[config.mk]
export PLATFORM = sky130hd
export DESIGN_NAME = galois_field_arithmetic_unit_top
export DESIGN_NICKNAME = d
export VERILOG_FILES = /design/src/hdl/gfau_pkg.sv /design/src/hdl/gfau_step.sv /design/src/hdl/galois_field_arithmetic_unit_top.sv
export VERILOG_INCLUDE_DIRS = /design/src /design/src/hdl
export SDC_FILE = /design/constraint.sdc
export NUM_CORES = 1
export LEC_CHECK = 0
export ABC_AREA = 1
export BUFFER_PORTS_ARGS = -buffer_cell sky130_fd_sc_hd__buf_4
export CORE_ASPECT_RATIO = 0.7
export CORE_MARGIN = 5
export CORE_UTILIZATION = 60
export CTS_CLUSTER_SIZE = 10
export DETAILED_ROUTE_END_ITERATION = 8
export GPL_TIMING_DRIVEN = 0
export PLACE_DENSITY = 0.89
export SETUP_SLACK_MARGIN = 0.02
export SLEW_MARGIN = 25
export SYNTH_ARGS = -nofsm -noshare
export SYNTH_HDL_FRONTEND = slang
export SYNTH_SLANG_ARGS = --single-unit
[constraint.sdc]
create_clock -name clk_i -period 2.2 [get_ports clk_i]
set_input_delay 0.22 -clock clk_i [delete_from_list [all_inputs] [get_ports clk_i]]
set_output_delay 0.22 -clock clk_i [all_outputs]
set_load 0.05 [all_outputs]
[src/hdl/galois_field_arithmetic_unit_top_macros.svh]
// Assertion macros for the GF(2^m) arithmetic unit.
// Included by the top level; sampled on clk_i and disabled while rst_ni is low.
`ifndef GALOIS_FIELD_ARITHMETIC_UNIT_TOP_MACROS_SVH
`define GALOIS_FIELD_ARITHMETIC_UNIT_TOP_MACROS_SVH

`ifndef NO_ASSERTIONS

// Same-cycle implication.
`define GFAU_ASSERT_IMP(lbl, ante, cons) \
  lbl: assert property (@(posedge clk_i) disable iff (!rst_ni) (ante) |-> (cons)) \
    else $error("gfau assertion failed");

// Next-cycle implication.
`define GFAU_ASSERT_NXT(lbl, ante, cons) \
  lbl: assert property (@(posedge clk_i) disable iff (!rst_ni) (ante) |=> (cons)) \
    else $error("gfau assertion failed");

`else

`define GFAU_ASSERT_IMP(lbl, ante, cons)
`define GFAU_ASSERT_NXT(lbl, ante, cons)

`endif

`endif

[src/hdl/gfau_pkg.sv]
// Shared types and constants of the GF(2^m) arithmetic unit.
// No dependencies; used by gfau_step and the top level.
package gfau_pkg;

  localparam int unsigned OP_W   = 3;
  localparam int unsigned OPND_W = 8;
  localparam int unsigned POLY_W = 9;
  localparam int unsigned RES_W  = 8;

  // Default modular polynomial x^8 + x^4 + x^3 + x^2 + 1.
  localparam logic [POLY_W-1:0] POLY_RESET = 9'h11D;

  typedef enum logic [OP_W-1:0] {
    OP_ADD = 3'd0,
    OP_SUB = 3'd1,
    OP_MUL = 3'd2,
    OP_DIV = 3'd3,
    OP_INV = 3'd4
  } gfau_op_e;

  // Control of the shared step unit for one step.
  typedef struct packed {
    logic acc_add;    // accumulate the shifted multiplicand
    logic acc_shift;  // multiply the accumulator lane by alpha instead
  } gfau_step_ctl_t;

endpackage

[src/hdl/gfau_step.sv]
// Shared shift-and-add step unit for GF(2^m): one multiply step or one alpha step.
// Depends on gfau_pkg for the step control struct.
module gfau_step #(
  parameter int unsigned M = 8
) (
  input  gfau_pkg::gfau_step_ctl_t ctl_i,
  input  logic [M-1:0]             poly_i,
  input  logic [M-1:0]             acc_i,
  input  logic [M-1:0]             sh_i,
  output logic [M-1:0]             acc_o,
  output logic [M-1:0]             sh_o
);
  import gfau_pkg::*;

  // Multiply by alpha, reducing by the low bits of the polynomial on overflow.
  function automatic logic [M-1:0] xtime(input logic [M-1:0] v, input logic [M-1:0] p);
    logic [M-1:0] s;
    s = M'({v, 1'b0});
    return v[M-1] ? (s ^ p) : s;
  endfunction

  logic [M-1:0] acc_xt;
  logic [M-1:0] sh_xt;

  assign acc_xt = xtime(acc_i, poly_i);
  assign sh_xt  = xtime(sh_i, poly_i);

  // The shift lane always advances; the accumulator lane adds, advances or holds.
  assign sh_o  = sh_xt;
  assign acc_o = ctl_i.acc_shift ? acc_xt :
                 ctl_i.acc_add   ? (acc_i ^ sh_i) : acc_i;

endmodule

[src/hdl/galois_field_arithmetic_unit_top.sv]
// GF(2^m) arithmetic unit: add, subtract, multiply, divide and inverse.
// Depends on gfau_pkg, gfau_step and the assertion macro header.
//
//  channel   dir  fields                                   handshake
//  s_axis    in   tuser: opcode; tdata: operand_a, _b      tvalid/tready
//  m_axis    out  tdata: result; tuser: error              tvalid/tready
//  cfg       in   field_polynomial                         cfg_we_i
//
// Add and subtract go straight to the done state, and multiply takes one step per
// multiplier bit. Inverse runs the power search; divide runs it on operand_b and
// then multiplies. The exponent found by the search is at most 2^FIELD_BITS - 1.
// A search that finds nothing tries all 2^FIELD_BITS powers for either operation.
// The search steps one power per cycle through the shared step unit, which also
// runs the multiply.
// The input is not ready while an item is in work; a finished result waits until the
// output register is free, and the next item is taken once it has moved there.
// Reset loads the default polynomial and empties the output register.
`include "galois_field_arithmetic_unit_top_macros.svh"

module galois_field_arithmetic_unit_top #(
  parameter int unsigned FIELD_BITS = 8
) (
  input  logic                        clk_i,
  input  logic                        rst_ni,
  input  logic                        cfg_we_i,
  input  logic [gfau_pkg::POLY_W-1:0] cfg_wdata_i,
  input  logic                        s_axis_tvalid,
  output logic                        s_axis_tready,
  input  logic [15:0]                 s_axis_tdata,  // [7:0] operand_a, [15:8] operand_b
  input  logic [gfau_pkg::OP_W-1:0]   s_axis_tuser,  // [2:0] opcode
  output logic                        m_axis_tvalid,
  input  logic                        m_axis_tready,
  output logic [gfau_pkg::RES_W-1:0]  m_axis_tdata,  // [7:0] result
  output logic                        m_axis_tuser   // [0] error
);
  import gfau_pkg::*;

  localparam int unsigned M  = FIELD_BITS;
  localparam int unsigned EW = (M > OPND_W) ? M : OPND_W;
  localparam int unsigned PW = (M > POLY_W) ? M : POLY_W;
  localparam bit ALPHA_OK    = (M > 1);
  localparam logic [M-1:0] ONE      = M'(1);
  localparam logic [M-1:0] MUL_LAST = M'(M - 1);
  localparam logic [M-1:0] CNT_LAST = '1;

  typedef enum logic [1:0] {
    ST_IDLE,
    ST_MUL,
    ST_SEARCH,
    ST_DONE
  } state_e;

  state_e         state_q, state_d;
  gfau_op_e       op_q, op_d;
  logic [M-1:0]   acc_q, acc_d;
  logic [M-1:0]   sh_q, sh_d;
  logic [M-1:0]   mul_q, mul_d;
  logic [M-1:0]   cnt_q, cnt_d;
  logic [M-1:0]   a_q, a_d;
  logic           err_q, err_d;
  logic [POLY_W-1:0] poly_q, poly_d;
  logic           out_valid_q, out_valid_d;
  logic [M-1:0]   out_res_q, out_res_d;
  logic           out_err_q, out_err_d;

  logic [EW-1:0]  a_w, b_w, res_w;
  logic [PW-1:0]  poly_w;
  logic [M-1:0]   in_a, in_b, poly_m;
  gfau_op_e       in_op;
  logic           in_fire;
  gfau_step_ctl_t step_ctl;
  logic [M-1:0]   acc_step, sh_step;

  // Operands and polynomial cut or widened to the element width.
  assign a_w    = EW'(s_axis_tdata[7:0]);
  assign b_w    = EW'(s_axis_tdata[15:8]);
  assign in_a   = a_w[M-1:0];
  assign in_b   = b_w[M-1:0];
  assign in_op  = gfau_op_e'(s_axis_tuser);
  assign poly_w = PW'(poly_q);
  assign poly_m = poly_w[M-1:0];

  assign s_axis_tready = (state_q == ST_IDLE);
  assign in_fire       = s_axis_tvalid && s_axis_tready;

  gfau_step #(.M(M)) u_step (
    .ctl_i  (step_ctl),
    .poly_i (poly_m),
    .acc_i  (acc_q),
    .sh_i   (sh_q),
    .acc_o  (acc_step),
    .sh_o   (sh_step)
  );

  // Sequencer: multiply steps over the multiplier bits, the inverse search steps
  // r and p = r * x by alpha together until p is one or all powers are tried.
  always_comb begin
    state_d     = state_q;
    op_d        = op_q;
    acc_d       = acc_q;
    sh_d        = sh_q;
    mul_d       = mul_q;
    cnt_d       = cnt_q;
    a_d         = a_q;
    err_d       = err_q;
    poly_d      = cfg_we_i ? cfg_wdata_i : poly_q;
    out_valid_d = out_valid_q && !m_axis_tready;
    out_res_d   = out_res_q;
    out_err_d   = out_err_q;
    step_ctl    = '0;

    unique case (state_q)
      ST_IDLE: begin
        if (in_fire) begin
          op_d  = in_op;
          a_d   = in_a;
          err_d = 1'b0;
          cnt_d = '0;
          case (in_op) inside
            OP_ADD, OP_SUB: begin
              acc_d   = in_a ^ in_b;
              state_d = ST_DONE;
            end
            OP_MUL: begin
              acc_d   = '0;
              sh_d    = in_a;
              mul_d   = in_b;
              state_d = ST_MUL;
            end
            OP_DIV: begin
              sh_d    = ONE;
              acc_d   = in_b;
              state_d = ST_SEARCH;
            end
            OP_INV: begin
              sh_d    = ONE;
              acc_d   = in_a;
              state_d = ST_SEARCH;
            end
            default: begin
              acc_d   = '0;
              state_d = ST_DONE;
            end
          endcase
        end
      end

      ST_MUL: begin
        step_ctl.acc_add = mul_q[0];
        acc_d = acc_step;
        sh_d  = sh_step;
        mul_d = mul_q >> 1;
        cnt_d = cnt_q + 1'b1;
        if (cnt_q == MUL_LAST) begin
          state_d = ST_DONE;
        end
      end

      ST_SEARCH: begin
        if (acc_q == ONE) begin
          // Inverse found in sh_q.
          if (op_q == OP_DIV) begin
            acc_d   = '0;
            sh_d    = a_q;
            mul_d   = sh_q;
            cnt_d   = '0;
            state_d = ST_MUL;
          end else begin
            acc_d   = sh_q;
            state_d = ST_DONE;
          end
        end else if (cnt_q == CNT_LAST) begin
          // No power of alpha inverts the element.
          acc_d   = '0;
          err_d   = 1'b1;
          state_d = ST_DONE;
        end else begin
          step_ctl.acc_shift = 1'b1;
          acc_d = ALPHA_OK ? acc_step : '0;
          sh_d  = ALPHA_OK ? sh_step : '0;
          cnt_d = cnt_q + 1'b1;
        end
      end

      ST_DONE: begin
        if (!out_valid_q || m_axis_tready) begin
          out_valid_d = 1'b1;
          out_res_d   = acc_q;
          out_err_d   = err_q;
          state_d     = ST_IDLE;
        end
      end

      default: state_d = ST_IDLE;
    endcase
  end

  // State, working registers, configuration and the output register.
  always_ff @(posedge clk_i or negedge rst_ni) begin
    if (!rst_ni) begin
      state_q     <= ST_IDLE;
      op_q        <= OP_ADD;
      acc_q       <= '0;
      sh_q        <= '0;
      mul_q       <= '0;
      cnt_q       <= '0;
      a_q         <= '0;
      err_q       <= 1'b0;
      poly_q      <= POLY_RESET;
      out_valid_q <= 1'b0;
      out_res_q   <= '0;
      out_err_q   <= 1'b0;
    end else begin
      state_q     <= state_d;
      op_q        <= op_d;
      acc_q       <= acc_d;
      sh_q        <= sh_d;
      mul_q       <= mul_d;
      cnt_q       <= cnt_d;
      a_q         <= a_d;
      err_q       <= err_d;
      poly_q      <= poly_d;
      out_valid_q <= out_valid_d;
      out_res_q   <= out_res_d;
      out_err_q   <= out_err_d;
    end
  end

  assign res_w         = EW'(out_res_q);
  assign m_axis_tvalid = out_valid_q;
  assign m_axis_tdata  = res_w[RES_W-1:0];
  assign m_axis_tuser  = out_err_q;

  // A failed inversion always delivers a zero element.
  `GFAU_ASSERT_IMP(a_err_zero, m_axis_tvalid && m_axis_tuser, m_axis_tdata == '0)
  // Add and subtract finish in the cycle after the request.
  `GFAU_ASSERT_NXT(a_add_fast, in_fire && (in_op == OP_ADD || in_op == OP_SUB),
                   state_q == ST_DONE)
  // The power search advances one exponent per cycle.
  `GFAU_ASSERT_IMP(a_search_step, state_q == ST_SEARCH && $past(state_q) == ST_SEARCH,
                   cnt_q == $past(cnt_q) + 1'b1)

endmodule

# [Word level (Yosys, flattened, before mapping)]
# Index checks and enable logic that the tools add are counted.
[totals] ff_bits=64 inputBits=33
[classes] n_addsub=1 eq_ne=24 mux=54 n_bitwise=4 n_reduce_logical=18
[ops] cell="8-bit two-way mux" n=29
[ops] cell="8-bit one-hot mux with 3 select lines" n=4
[ops] cell="8-bit bitwise XOR" n=4
[ops] cell="2-bit two-way mux" n=8
[ops] cell="2-bit != test (second input constant)" n=7
[ops] cell="4-bit AND reduction" n=3
[ops] cell="6-bit AND reduction" n=2
[ops] cell="1-bit two-way mux" n=11
[ops] cell="3-bit by 2-bit equality test with 1-bit output (second input constant)" n=3
[ops] cell="3-bit != test (second input constant)" n=3
[ops] cell="8-bit by 1-bit adder with 8-bit output (second input constant)" n=1
[ops] cell="8-bit by 1-bit equality test with 1-bit output (second input constant)" n=1
[ops] cell="8-bit by 3-bit equality test with 1-bit output (second input constant)" n=1
[ops] cell="8-bit equality test (second input constant)" n=1
[ops] cell="2-bit one-hot mux with 4 select lines" n=1
[ops] cell="2-bit AND reduction" n=3
[ops] cell="2-bit equality test (second input constant)" n=2
[ops] cell="2-bit by 1-bit != test with 1-bit output (second input constant)" n=2
[ops] cell="4-bit by 1-bit != test with 1-bit output (second input constant)" n=1
[ops] cell="3-bit by 1-bit equality test with 1-bit output (second input constant)" n=1
[ops] cell="3-bit equality test (second input constant)" n=1
[ops] cell="3-bit logical NOT" n=1
[ops] cell="3-bit nonzero test" n=1
[ops] cell="2-bit by 1-bit equality test with 1-bit output (second input constant)" n=1
[ops] cell="7 further kinds" n=9

# [Logic depth before layout (Yosys ltp)]
[logic_depth] ltp_word=8 mapped_depth=11

# [By module]
# A second synthesis with hierarchy kept.
[unflattened] hier_cells=646 hier_area_um2=4408.0
[modules_own_cells] mod="galois_field_arithmetic_unit_top" instances=1 cells_each=539 area_per_inst_um2=3867.5 seq_area_each_um2=1606.5
[modules_own_cells] mod="gfau_step" instances=1 cells_each=107 area_per_inst_um2=540.5 seq_area_each_um2=0.0

# [Worst setup path before layout]
# Ideal clock, no wire load.
[synth_path] path_type="register to register" startpoint="register state_q[0]" endpoint="register acc_q[5]" setup_ps=117 arrival_time_ps=1856 t_required_ps=2083 path_slack_ps=227 path_stages_with_launch=11 path_buffers=1 period_less_slack_ps=1973 path_cell_list="dfrtp_1 -> inv_1 -> ha_1 -> inv_2 -> nor2_1 -> nor2_2 -> inv_2 -> buf_2 -> a41oi_1 -> nand2_1 -> nand2_1"
[synth_between] word_cells_on_any_way=14
[synth_rtl] element="from (decl)" line_no="galois_field_arithmetic_unit_top.sv:53" source="state_e state_q, state_d;"
[synth_rtl] element="from (signal assigned)" line_no="galois_field_arithmetic_unit_top.sv:214" source="state_q <= state_d;"
[synth_rtl] element="2-bit logical NOT *" line_no="galois_field_arithmetic_unit_top.sv:83" source="assign s_axis_tready = (state_q == ST_IDLE);"
[synth_rtl] element="net s_axis_tready" line_no="galois_field_arithmetic_unit_top.sv:28" source="output logic s_axis_tready,"
[synth_rtl] element="1-bit logical AND" line_no="galois_field_arithmetic_unit_top.sv:84" source="assign in_fire = s_axis_tvalid && s_axis_tready;"
[synth_rtl] element="2-bit by 1-bit != test with 1-bit output (no line)"
[synth_rtl] element="2-bit AND reduction (no line)"
[synth_rtl] element="to (signal assigned)" line_no="galois_field_arithmetic_unit_top.sv:203" source="acc_q <= '0;"
[synth_rtl] element="to (signal assigned)" line_no="galois_field_arithmetic_unit_top.sv:216" source="acc_q <= acc_d;"
[synth_rtl] element="to (decl)" line_no="galois_field_arithmetic_unit_top.sv:55" source="logic [M-1:0] acc_q, acc_d;"
# The timed path passes the listed nets; every way through them passes the cells marked *.
# A chain may end at the register's enable or synchronous reset.

# [Worst setup path after layout]
[layout_path] startpoint="register state_q[1]" endpoint="register acc_q[6]"
[layout_between] elab_chain_cells=7 word_cells_on_any_way=14
[layout_rtl] element="2-bit by 1-bit equality test with 1-bit output" line_no="galois_field_arithmetic_unit_top.sv:112" source="unique case (state_q)"
[layout_rtl] element="1-bit two-way mux" line_no="galois_field_arithmetic_unit_top.sv:112"
[layout_rtl] element="8-bit two-way mux" line_no="gfau_step.sv:31" source="ctl_i.acc_add ? (acc_i ^ sh_i) : acc_i;"
[layout_rtl] element="8-bit two-way mux" line_no="gfau_step.sv:30" source="assign acc_o = ctl_i.acc_shift ? acc_xt :"
[layout_rtl] element="8-bit two-way mux" line_no="galois_field_arithmetic_unit_top.sv:172" source="end else if (cnt_q == CNT_LAST) begin"
[layout_rtl] element="8-bit two-way mux" line_no="galois_field_arithmetic_unit_top.sv:160" source="if (acc_q == ONE) begin"
[layout_rtl] element="8-bit one-hot mux with 3 select lines" line_no="galois_field_arithmetic_unit_top.sv:112"
# Several ways; a longest one is shown, not always the timed one.

==> metrics.cfg <==
[sta]
fin_worst_skew_ns=0.00982
relSlewSlack_pct=45.9
fin_crit_sh_pct=95.2
worstMarginPinSlew_ns=0.812
hold_slack_ns=0.0750
hold_violations=0
drv_slew=0
setup_viol=0
period_needed_ns=2.09
setup_ws_ns=0.106
timing.fmax_mhz=478
rsz0062_at_grt=yes

[synthesis]
synth_edf_count=0
muxShareOfSynthArea_pct=2.08
synthCells=618
syn-num-nets=657
synthXorXnorAreaFrac_pct=2.63
yosys.area.top_type=dfrtp_1
synth_warnings=0
ys_types=34
ys_seq_area_share_pct=37.1
yosys.area_share.simple_pct=36.7
synth_top_area_share_pct=34.6
synth-compound-area-share_pct=10.9
synthTopCellsByArea=dfrtp_1, nand2_1, nand3_1
ys_ff_latch=64
syn_area_sq_um=4340
synth_top_family_by_area=simple AND/OR/NAND/NOR gates
async_reset_ff_share_pct=100
yosys.area_share.adder_pct=1.73
syn_area_per_cell_sq_um=7.02
synth_ff_type=dfrtp_1

[worst_setup_path]
crit_type=reg2reg
crit_fanout=10
start_kind=flop
required_ns=2.49
end_kind=flop
cp.arrival_ns=2.38

[die]
io_pins=44
rows=25
dieArea_sq_um=9050
initial_utilization_pct=63.0
core_sq_um=6880
die_w_um=112
die_h_um=81.1

[placed_design]
portBuffers=41
gp_congestion=0.930
dpl.hpwl_um=9530
place_ws_ns=-0.00462
place_inst=753

[finish]
instances_no_fill=770
layout_commonest_cell=nand2_1
final_net_count=710
final_cell_mix=nand2_1, inv_1, dfrtp_1, nand3_1, buf_4
n_antenna_cell=0
drive_above_1_share_pct=17.8
multi_input_area_sq_um=2380
regArea_sq_um=1610
utilization_pct=72.7
area_delta_synth_final_pct=15.4
fill_cells=569

[global_routing]
grt_overflow_total=0
grt_max_degree=65
antenna_found_initial=0
grt_pass1_vias=4516
grtUsageTotal_pct=30.4
grt_pass1_wl_um=21700

[clock_tree]
clk_pin_slew_worst_paths_ns=0.07
h-tree-depth=3
numClockSinks=64
cts-root-buf=clkbuf_8
cts_tree=yes
cts_max_path_buffers=2
cts-buffers-inserted=9
clk_latency_ns=0.36
cts_setup_buffers=0

[drt]
postRouteAntennaNets=0
vias=4600
routed_wirelength_um=13200
dr.pass1.iters=6
drt_iter0_drc=630
wire_per_inst_um=17.2
avgViaCountPerCell=5.97
drc=0

[power]
pwr_density_cell_nw_per_um2=474
leakagePower_uw=0.00261
ir_drop_mv=0.365

[outcome]
status=finished, final reports clean

[min_path]
hold_class=in2reg

[job]
maxCapViolCount=0

## registers in the layout (all words and copies together), names as in the netlist
register / cells
poly_q: 8
mul_q: 8
state_q: 2
op_q: 3
acc_q: 8
m_axis_tvalid: 1
err_q: 1
m_axis_tdata: 8
m_axis_tuser: 1
cnt_q: 8
sh_q: 8
a_q: 8
## synth_stat cells, types with 3 or more instances
library cell  instances
a21oi_1              14
a31oi_1               3
a41oi_1               7
buf_2                 6
clkbuf_1             11
dfrtp_1              60
dfstp_2               4
ha_1                  6
inv_1                65
inv_2                 7
mux2_2                8
nand2_1             222
nand2_2               3
nand2_4               3
nand3_1              57
nand3_2               8
nand3b_1              9
nand4_1              10
nor2_1               24
nor2_2                4
o21ai_0              41
o21ai_1              15
o21ai_2               4
xor2_1               11
## per-layer routing
metal	track usage, %	share of wire, %
met1	39.0	40
met2	48.2	43
met3	10.8	14
met4	10.7	3.3
met5	0	0
## stage by stage
step | total power (uW) | TNS [ns] | instance area, sq um
3_5_place_dp | 1410 | -0.00462 | 4760
2_1_floorplan | 1300 | 0 | 4340
5_1_grt | 2450 | 0 | 5000
3_3_place_gp | 1400 | 0 | 4760
6_report | 2370 | 0 | 5000
4_1_cts | 2380 | 0 | 4970
## worst max-delay path, stage by stage, from the launching register on
cell      delay, ns
dfrtp_1        0.43
inv_1          0.09
ha_2           0.31
buf_2          0.24
inv_1          0.13
clkbuf_2       0.26
a41oi_1        0.37
nand2_1        0.12
nand2_1        0.07
## report_power, final
group          internal [uW]  switching [uW]
Sequential              1200            22.2
Clock                    499             483
Combinational           69.0             103
## path summary, 6_finish.rpt
check,from,end,slack (ns),cells after the start
worst max-delay path,state_q[1],acc_q[6],0.11,8
worst min-delay path,cfg_wdata_i[5],poly_q[5],0.08,3
worst max register to register,state_q[1],acc_q[6],0.11,8
worst min register to register,a_q[2],a_q[2],0.49,2
max in group asynchronous,rst_ni,a_q[2],1.16,2
min in group asynchronous,rst_ni,m_axis_tdata[3],0.51,2
## cell type report
cell class / instances / share of cell area, %
clock inverter: 4 / 0.550
inverter: 74 / 5.65
timing repair buffer: 42 / 6.35
multi-input combinational: 459 / 47.7
clock buffer: 12 / 3.30
buffer: 21 / 2.05
sequential: 64 / 32.1
tap: 94 / 2.35
## cells by family (layout without fill, tap and decap cells)
family	Yosys count	after routing
AOI/OAI and AO/OA	85	85
xor gates and xnor gates	13	13
adders and majority gates	6	6
buffers and inverters	95	153
DFF	64	64
muxes	8	8
and+or+nand+nor	347	347
## timing repair
item                       CTS  global route
resized for setup            1             9
hold endpoints to repair    39             0
hold buffers                 1             0
setup endpoints to repair    4             7
(Power assumes the default switching activity.)
